===== src/rtl/core/md5_pkg.sv =====
// MD5 engine package: types, codes, round constants and round helper functions.
package md5_pkg;

    typedef logic [31:0]      word_t;
    typedef logic [3:0]       widx_t;
    typedef logic [5:0]       round_t;
    typedef logic [3:0][31:0] chain_t;

    localparam word_t INIT_A = 32'h67452301;
    localparam word_t INIT_B = 32'hEFCDAB89;
    localparam word_t INIT_C = 32'h98BADCFE;
    localparam word_t INIT_D = 32'h10325476;

    localparam logic [7:0] PAD_MARK = 8'h80;

    // block word slots for the bit length and the block's last word
    localparam widx_t LEN_LO_IDX = 4'd14;
    localparam widx_t LAST_IDX   = 4'd15;

    localparam logic [2:0] MAX_BYTES = 3'd4;

    // floor(|sin(n+1)| * 2^32)
    localparam word_t SINE_ROM [64] = '{
        32'hd76aa478, 32'he8c7b756, 32'h242070db, 32'hc1bdceee,
        32'hf57c0faf, 32'h4787c62a, 32'ha8304613, 32'hfd469501,
        32'h698098d8, 32'h8b44f7af, 32'hffff5bb1, 32'h895cd7be,
        32'h6b901122, 32'hfd987193, 32'ha679438e, 32'h49b40821,
        32'hf61e2562, 32'hc040b340, 32'h265e5a51, 32'he9b6c7aa,
        32'hd62f105d, 32'h02441453, 32'hd8a1e681, 32'he7d3fbc8,
        32'h21e1cde6, 32'hc33707d6, 32'hf4d50d87, 32'h455a14ed,
        32'ha9e3e905, 32'hfcefa3f8, 32'h676f02d9, 32'h8d2a4c8a,
        32'hfffa3942, 32'h8771f681, 32'h6d9d6122, 32'hfde5380c,
        32'ha4beea44, 32'h4bdecfa9, 32'hf6bb4b60, 32'hbebfbc70,
        32'h289b7ec6, 32'heaa127fa, 32'hd4ef3085, 32'h04881d05,
        32'hd9d4d039, 32'he6db99e5, 32'h1fa27cf8, 32'hc4ac5665,
        32'hf4292244, 32'h432aff97, 32'hab9423a7, 32'hfc93ab39,
        32'h655b59c3, 32'h8f0ccc92, 32'hffeff47d, 32'h85845dd1,
        32'h6fa87e4f, 32'hfe2ce6e0, 32'ha3014314, 32'h4e0811a1,
        32'hf7537e82, 32'hbd3af235, 32'h2ad7d2bb, 32'heb86d391
    };

    typedef enum logic [2:0] {
        S_IDLE,
        S_PAD,
        S_ZERO,
        S_LEN_LO,
        S_LEN_HI,
        S_WAIT,
        S_DONE
    } eng_state_t;

    typedef enum logic [1:0] {
        C_IDLE,
        C_PRE,
        C_ROUND,
        C_CHAIN
    } cmp_state_t;

    typedef struct packed {
        logic start;
        logic chain_init;
    } cmp_ctrl_t;

    typedef struct packed {
        logic  en;
        widx_t addr;
        word_t data;
    } buf_wr_t;

    // message word used by a round
    function automatic widx_t msg_index(round_t r);
        widx_t s;
        s = r[3:0];
        case (r[5:4])
            2'd0:    msg_index = s;
            2'd1:    msg_index = widx_t'(s * 4'd5 + 4'd1);
            2'd2:    msg_index = widx_t'(s * 4'd3 + 4'd5);
            default: msg_index = widx_t'(s * 4'd7);
        endcase
    endfunction

    function automatic logic [4:0] rot_amount(round_t r);
        case ({r[5:4], r[1:0]})
            4'h0:    rot_amount = 5'd7;
            4'h1:    rot_amount = 5'd12;
            4'h2:    rot_amount = 5'd17;
            4'h3:    rot_amount = 5'd22;
            4'h4:    rot_amount = 5'd5;
            4'h5:    rot_amount = 5'd9;
            4'h6:    rot_amount = 5'd14;
            4'h7:    rot_amount = 5'd20;
            4'h8:    rot_amount = 5'd4;
            4'h9:    rot_amount = 5'd11;
            4'hA:    rot_amount = 5'd16;
            4'hB:    rot_amount = 5'd23;
            4'hC:    rot_amount = 5'd6;
            4'hD:    rot_amount = 5'd10;
            4'hE:    rot_amount = 5'd15;
            default: rot_amount = 5'd21;
        endcase
    endfunction

    function automatic word_t rotl(word_t x, logic [4:0] s);
        logic [63:0] w;
        w = {x, x} << s;
        rotl = w[63:32];
    endfunction

    function automatic word_t round_mix(logic [1:0] p, word_t b, word_t c, word_t d);
        case (p)
            2'd0:    round_mix = (b & c) | (~b & d);
            2'd1:    round_mix = (d & b) | (~d & c);
            2'd2:    round_mix = b ^ c ^ d;
            default: round_mix = c ^ (b | ~d);
        endcase
    endfunction

endpackage


===== src/rtl/core/md5_compress.sv =====
// MD5 block buffer memory, 64-round compression loop and chaining values.
module md5_compress
    import md5_pkg::*;
(
    input  logic      clk,
    input  logic      rst_n,
    input  cmp_ctrl_t ctrl,
    input  buf_wr_t   wr,
    output logic      done,
    output chain_t    chain
);

    word_t      buf_mem_reg [16];
    word_t      rd_data_reg;
    widx_t      rd_addr;

    cmp_state_t state_reg, state_next;
    round_t     round_reg, round_next;
    chain_t     work_reg, work_next;
    chain_t     chain_reg, chain_next;

    word_t      mix_val;
    word_t      sum_val;
    word_t      new_b;

    // block buffer: one write and one registered read per cycle
    always_ff @(posedge clk)
    begin
        if (wr.en)
        begin
            buf_mem_reg[wr.addr] <= wr.data;
        end
        rd_data_reg <= buf_mem_reg[rd_addr];
    end

    always_ff @(posedge clk or negedge rst_n)
    begin
        if (!rst_n)
        begin
            state_reg <= C_IDLE;
            round_reg <= '0;
            chain_reg <= {INIT_D, INIT_C, INIT_B, INIT_A};
        end
        else
        begin
            state_reg <= state_next;
            round_reg <= round_next;
            chain_reg <= chain_next;
        end
    end

    always_ff @(posedge clk)
    begin
        work_reg <= work_next;
    end

    // next state
    always_comb
    begin
        state_next = state_reg;
        case (state_reg)
            C_IDLE:
            begin
                if (ctrl.start)
                begin
                    state_next = C_PRE;
                end
            end
            C_PRE:   state_next = C_ROUND;
            C_ROUND:
            begin
                if (round_reg == 6'd63)
                begin
                    state_next = C_CHAIN;
                end
            end
            C_CHAIN: state_next = C_IDLE;
            default: state_next = C_IDLE;
        endcase
    end

    // outputs: read address runs one round ahead of the datapath
    always_comb
    begin
        rd_addr = '0;
        done    = 1'b0;
        case (state_reg)
            C_PRE:   rd_addr = msg_index(round_reg);
            C_ROUND: rd_addr = msg_index(round_reg + 6'd1);
            C_CHAIN: done    = 1'b1;
            default: rd_addr = '0;
        endcase
    end

    always_comb
    begin
        mix_val = round_mix(round_reg[5:4], work_reg[1], work_reg[2], work_reg[3]);
        sum_val = work_reg[0] + mix_val + SINE_ROM[round_reg] + rd_data_reg;
        new_b   = work_reg[1] + rotl(sum_val, rot_amount(round_reg));
    end

    always_comb
    begin
        work_next  = work_reg;
        round_next = round_reg;
        chain_next = chain_reg;
        case (state_reg)
            C_PRE:
            begin
                work_next  = chain_reg;
                round_next = '0;
            end
            C_ROUND:
            begin
                work_next  = {work_reg[2], work_reg[1], new_b, work_reg[3]};
                round_next = round_reg + 6'd1;
            end
            C_CHAIN:
            begin
                for (int i = 0; i < 4; i++)
                begin
                    chain_next[i] = chain_reg[i] + work_reg[i];
                end
            end
            default:
            begin
                if (ctrl.chain_init)
                begin
                    chain_next = {INIT_D, INIT_C, INIT_B, INIT_A};
                end
            end
        endcase
    end

    assign chain = chain_reg;

    a_start_idle: assert property (@(posedge clk) disable iff (!rst_n)
        ctrl.start |-> state_reg == C_IDLE)
        else $error("compress start while busy");

    a_round_parked: assert property (@(posedge clk) disable iff (!rst_n)
        state_reg != C_ROUND |-> round_reg == '0)
        else $error("round counter not parked outside rounds");

    a_done_idle: assert property (@(posedge clk) disable iff (!rst_n)
        done |=> state_reg == C_IDLE && !done)
        else $error("compress did not return to idle after chain update");

    a_init_idle: assert property (@(posedge clk) disable iff (!rst_n)
        ctrl.chain_init |-> state_reg == C_IDLE)
        else $error("chain reload during compression");

endmodule


===== config.mk =====
export PLATFORM = sky130hd
export DESIGN_NAME = md5_compress
export DESIGN_NICKNAME = d
export VERILOG_FILES = /design/src/rtl/core/md5_pkg.sv /design/src/rtl/core/md5_compress.sv
export SDC_FILE = /design/constraint.sdc
export NUM_CORES = 2
export LEC_CHECK = 0
export ABC_CLOCK_PERIOD_IN_PS = 8800
export BUFFER_PORTS_ARGS = -buffer_cell sky130_fd_sc_hd__buf_2
export CORE_UTILIZATION = 57
export CTS_CLUSTER_DIAMETER = 40
export DETAILED_ROUTE_END_ITERATION = 10
export HOLD_SLACK_MARGIN = 0.12
export PLACE_DENSITY = 0.77
export SYNTH_ARGS = -nofsm -noshare
export SYNTH_HDL_FRONTEND = slang
export SYNTH_SLANG_ARGS = --single-unit

===== constraint.sdc =====
create_clock -name clk -period 8.8 [get_ports clk]
set_input_delay 0.88 -clock clk [delete_from_list [all_inputs] [get_ports clk]]
set_output_delay 0.88 -clock clk [all_outputs]
set_load 0.01 [all_outputs]

Yosys cells after proc, flatten, opt, wreduce, memory -nomap -nowiden:

Memory sizes are Yosys's and may differ from the RTL's. A register that Yosys moved wholly into a read port is not among the register bits.
Cells that the tools add are included.

* $add $sub $neg: 13
* multipliers: 6
* $lt $le $gt $ge: 1
* equal/unequal tests: 10
* shift operators: 1
* mux-type cells: 16
* bitwise operators: 14
* reduce and logical (&&, ||, !) cells: 8

Operator list (count)
* one-hot mux 128 bit (2 select lines): 2
* adder 32 bit: 8
* bitwise AND 32 bit: 4
* two-way mux 128 bit: 1
* OR 32 bit: 3
* one-hot mux 32 bit (3 select lines): 1
* XOR 32 bit: 3
* two-way mux 32 bit: 2
* NOT 32 bit: 2
* << shifter 64 x 5 -> 64 bit: 1
* one-hot mux 4 bit (3 select lines): 2
* multiplier 4 x 3 -> 4 bit, second input constant: 4
* one-hot mux 6 bit (2 select lines): 1
* adder 4 x 1 -> 4 bit, second input constant: 2
* adder 4 x 3 -> 4 bit, second input constant: 2
* == test 2 bit, second input constant: 4
* multiplier 4 x 2 -> 4 bit, second input constant: 2
* one-hot mux 2 bit (4 select lines): 1
* one-hot mux 4 bit (2 select lines): 1
* greater-or-equal comparator 7 bit, second input constant: 1
* NOT 6 -> 7 bit: 1
* adder 6 x 1 -> 6 bit, second input constant: 1
* == test 2 x 1 -> 1 bit, second input constant: 3
* == test 6 bit, second input constant: 1
* 8 further kinds: 16

* bits in registers: 264
* RAM bits: 512
* memory bits (read-only): 2128
* input port bits: 41
* output and inout bits: 129
* logic and storage cells: 82
* memories: 3

Memory list
* (no name shown): words 64, bits a word 32, rd ports 1, clocked after Yosys merged registers in 0, wr ports 0, RTL line md5_compress.sv:98 `sum_val = work_reg[0] + mix_val + SINE_ROM[round_reg] + rd_data_reg;`
* buf_mem_reg: words 16, bits a word 32, rd ports 1, clocked after Yosys merged registers in 1, wr ports 1, RTL line md5_compress.sv:13 `word_t buf_mem_reg [16];`
* (no name shown): words 16, bits a word 5, rd ports 1, clocked after Yosys merged registers in 0, wr ports 0, RTL line md5_pkg.sv:83 `case ({r[5:4], r[1:0]})`

Depth between registers and ports, before layout:

* depth in word-level cells: 10
* gate-level depth with buffers: 40

Worst setup path after synthesis:

OpenSTA, ideal clock, no wires.

* path type: flip-flop to flip-flop
* start: reg round_reg[4]
* end: reg work_reg[60] in the netlist's numbering, data pin
* setup time: 0.260 ns
* arrival: 8.951 ns
* data required time: 8.540 ns
* setup slack: -0.411 ns
* stages on the path, launching flop included: 39
* buffers on the path: 7
* period minus slack after synthesis: 9.211 ns
* path through: dfrtp_1 clkbuf_1 clkbuf_1 clkbuf_1 clkbuf_1 buf_1 clkbuf_1 maj3_1 nand3_1 o221ai_1 fa_1 fa_1 inv_1 ha_1 and4_1 buf_6 a21o_1 a21o_1 (+3 left out) and2_1 mux4_2 mux2i_1 a21oi_1 mux2_2 ha_1 fa_1 a21o_1 a21oi_1 o21bai_1 a21oi_1 a21o_1 a211oi_1 o311ai_0 nand2b_1 a21oi_1 xnor2_1 mux2_2

RTL lines
* start, declared: RTL line md5_compress.sv:18 `round_t round_reg, round_next;`
* start signal, assigned: RTL line md5_compress.sv:47 `round_reg <= round_next;`
* end signal, assigned: RTL line md5_compress.sv:54 `work_reg <= work_next;`
* end, declared: RTL line md5_compress.sv:19 `chain_t work_reg, work_next;`

==> PnR_summary.wiki <==
{| class="wikitable"
! Metric !! Value
|-
| Worst Setup Slack post-DPL || 12.20 ps
|-
| Critical-path top delay cell || fa_2
|-
| Count of routing violations after the opening detailed-route iteration || 5,050
|-
| Number of instances in the synthesized netlist || 4,910
|-
| Dominant cells by area after synthesis || edfxtp_1 (38%), ha_1 (5.6%), a21oi_1 (4.8%)
|-
| DRT met1 WL || 70.80 mm
|-
| Minimum clock period after layout || 8506 ps
|-
| Half-perimeter wire length after placement || 121.7 mm
|-
| Post-synthesis instance area || 50,430 um^2
|-
| Number of cells in the finished layout apart from fillers || 6,624
|-
| Ys async rst share || 0.1683
|-
| Fraction of layout instances using a drive strength above 1 || 0.2193
|-
| Total routing usage reported by global routing || 0.3835
|-
| Number of CTS-inserted buffers || 105
|-
| Met3 Wirelength || 18.61 mm
|-
| Number of top-level pins || 170
|-
| Highest clock rate || 117.6 MHz
|-
| Type of element capturing the critical path || flop
|-
| Synth-to-Final Area Change || 18.08%
|-
| Clock insertion delay at the later pin of the skew report || 710 ps
|-
| Data arrival time of the critical path || 8940 ps
|-
| Die height || 299.4 um
|-
| Origin of the critical flop-to-flop path || round_reg[1]$_DFFE_PN0N_
|-
| Number of flops mapped to enable cells by yosys || 640
|-
| Wire length of the first global-routing pass || 256.1 mm
|-
| Top cell type by total area after synthesis || edfxtp_1
|-
| Most used cell, CP || a21o_1
|-
| Final standard cell area without fillers || 59,540 um^2
|-
| Area post-placement || 55,460 um^2
|-
| Area inside the core boundary || 87,160 um^2
|-
| Clock input transition at the sequential cells of the worst setup and hold paths || 60 ps
|-
| Highest net fanout along the worst path || 10
|-
| Wire length on met2 || 79.15 mm
|-
| Run status || finished clean
|-
| Synth unique cells || 80
|-
| Max layer used || met5
|-
| Flip-flop cell with the highest count after synthesis || edfxtp_1
|-
| Worst Path Required || 9230 ps
|-
| Clock tree root driver cell || clkbuf_16
|-
| Per-cell via count in the routed design || 6.443
|-
| Reg-to-reg critical path endpoint || work_reg[52]$_DFFE_PN_
|-
| Length of the first detailed-routing pass in iterations || 6
|-
| Portion of the post-synthesis area used by sequential elements || 0.4629
|-
| Weighted congestion reported at the end of routability-driven placement || 1.044
|-
| Number of antenna violations at the first check in global routing || 8
|-
| Nets || 5,713
|-
| Number of nets in the synthesized netlist || 5,248
|-
| Synthesized flop and latch total || 808
|-
| Final Setup Violations || 0
|-
| Most numerous cell types in the synthesized netlist || edfxtp_1 (640), nor2_1 (527), a21oi_1 (484)
|-
| Via count of the routed design || 42,680
|-
| Antenna-violating nets left || 0
|-
| DRC violations left || 0
|-
| Clock sink total || 808
|-
| Yosys synthesis warning count || 0
|-
| Count of standard-cell rows || 108
|-
| Largest clock skew in the final design || 33.14 ps
|-
| Count of final max-slew check failures || 0
|-
| Count of input and output buffers || 169
|-
| Largest net degree at the start of global routing || 185
|-
| Clock tree from TritonCTS || yes
|-
| Starting Density || 0.5786
|-
| # placed instances || 6,411
|-
| Worst reg-to-reg setup slack || 290 ps
|-
| CTS hold repair buffers || 0
|-
| Mean cell area of the mapped netlist || 10.27 um^2
|-
| Transition time of the tightest slew-check pin || 1123 ps
|-
| Most frequently used cell type in the post-synthesis netlist || edfxtp_1
|-
| Critical Path Max Stage Delay || 660 ps
|-
| Area fraction of the dominant cell type after synthesis || 0.3811
|-
| Number of failing hold endpoints at the final stage || 0
|-
| Max_slew headroom || 0.2511
|-
| R2R depth || 34
|-
| Max Buffers Root-to-Sink || 3
|-
| Flip-flop count of the largest register, all copies and words added || 512
|-
| Number of global-route vias before repair || 40,030
|-
| H-Tree Depth || 3
|-
| Critical Path Start Type || flop
|-
| Type of the most critical hold path || in2async
|-
| Die outline width || 299.4 um
|-
| Final WL || 175.9 mm
|-
| Count of max-cap constraint violations || 0
|-
| Average routed wire per standard cell || 26.56 um
|-
| Part of the cycle the worst path needs || 0.9666
|-
| Setup WS post-layout || 293.8 ps
|-
| Global route overflow || 0
|-
| Die Footprint || 89,660 um^2
|-
| Type of the setup path with the least slack || reg2reg
|}
==> cells by family (layout without fill, tap and decap cells) <==
logic type      count (synthesis)  after routing  share of synthesized area
buf+inv                       615           1173                    0.04647
xor+xnor                      199            199                    0.03456
simple gates                 1188           1188                     0.1025
flops                         808            808                     0.4629
fa+ha+maj                     329            329                    0.09046
compound gates               1398           1398                     0.1742
other cells                     0              1                          0
mux                           373            373                    0.08890
==> through the flow <==
stage | hold slack (ps) | utilization | setup TNS, ps
6_report | 263.1 | 0.6832 | 0
5_1_grt | 317.4 | 0.6832 | -35.93
4_1_cts | 274.4 | 0.6777 | 0
3_5_place_dp | 512.5 | 0.6363 | 0
3_3_place_gp | 503.3 | 0.6363 | 0
2_1_floorplan | 494.6 | - | 0
==> placed cells by master (no fill, tap or decap), types with 16 or more instances in the layout <==
cell type / netlist / layout
buf_2: 15 / 169
o21bai_1: 29 / 28
nand2_1: 306 / 299
maj3_1: 32 / 32
nor3_1: 74 / 68
buf_4: 0 / 435
a21oi_1: 484 / 469
and3_1: 27 / 27
inv_1: 342 / 341
clkbuf_16: 0 / 109
a31oi_1: 196 / 194
o22ai_1: 18 / 17
mux2i_1: 182 / 180
mux2_2: 145 / 145
o21a_1: 37 / 37
or3_1: 21 / 21
and2_1: 21 / 21
ha_1: 227 / 220
fa_1: 70 / 69
edfxtp_1: 640 / 640
o31ai_1: 25 / 25
a211oi_1: 50 / 46
xor2_1: 103 / 103
o221ai_1: 36 / 28
dfxtp_1: 32 / 32
nor2_1: 527 / 513
dfstp_2: 64 / 64
o21ai_0: 213 / 200
nand3_1: 99 / 99
xnor2_1: 96 / 94
dfrtp_1: 72 / 67
mux4_2: 45 / 45
buf_12: 0 / 16
o211ai_1: 30 / 30
a21o_1: 105 / 105
nor2b_1: 19 / 17
nand2b_1: 42 / 40
==> worst max path at each step <==
stage,from,endpoint,slack (ps),cells past startpoint
4_1_cts,round_reg[5]$_DFFE_PN0N_,work_reg[60]$_DFFE_PN_,60,34
6_report,round_reg[1]$_DFFE_PN0N_,work_reg[52]$_DFFE_PN_,290,34
3_5_place_dp,round_reg[4]$_DFFE_PN0N_,work_reg[60]$_DFFE_PN_,10,32
3_3_place_gp,round_reg[0]$_DFFE_PN0N_,work_reg[63]$_DFFE_PN_,70,36
2_1_floorplan,round_reg[4]$_DFFE_PN0N_,work_reg[60]$_DFFE_PN_,2,38
5_1_grt,round_reg[1]$_DFFE_PN0N_,work_reg[63]$_DFFE_PN_,-30,38
==> what timing repair did <==
action | CTS | global route
resized for setup | 2 | 87
endpoints found under the hold margin | 0 | 0
gates cloned | 0 | 1
setup endpoints to repair | 2 | 14
pin swaps | 0 | 16
buffers inserted | 0 | 11
==> critical path: cells and delay by family, from the launching register on <==
family,cells,cell delay [ps]
buffers and inverters,5,580
xor gates and xnor gates,1,80
adders and majority gates,5,2130
AOI/OAI and AO/OA,15,2770
and+or+nand+nor,3,440
muxes,5,1820
DFF,1,410
==> metal layers <==
layer  vias to the layer above  track usage
li1                      19020            -
met1                     20900       0.5287
met2                      2326       0.5965
met3                       424      0.07937
met4                         8       0.1474
met5                         -            0
==> area by class of cell <==
cell class                 instances  area (um^2)
inverter                         349         1310
sequential                       808        23360
timing repair buffer             624         4507
clock buffer                     127         2854
fill                            6469        27620
clock inverter                    73        754.5
antenna                            1        2.502
tap                             1155         1445
multi-input combinational       3487        25310
Power is not shown: default switching activity piles up to over one toggle a cycle in this logic, so the estimate is an artifact.
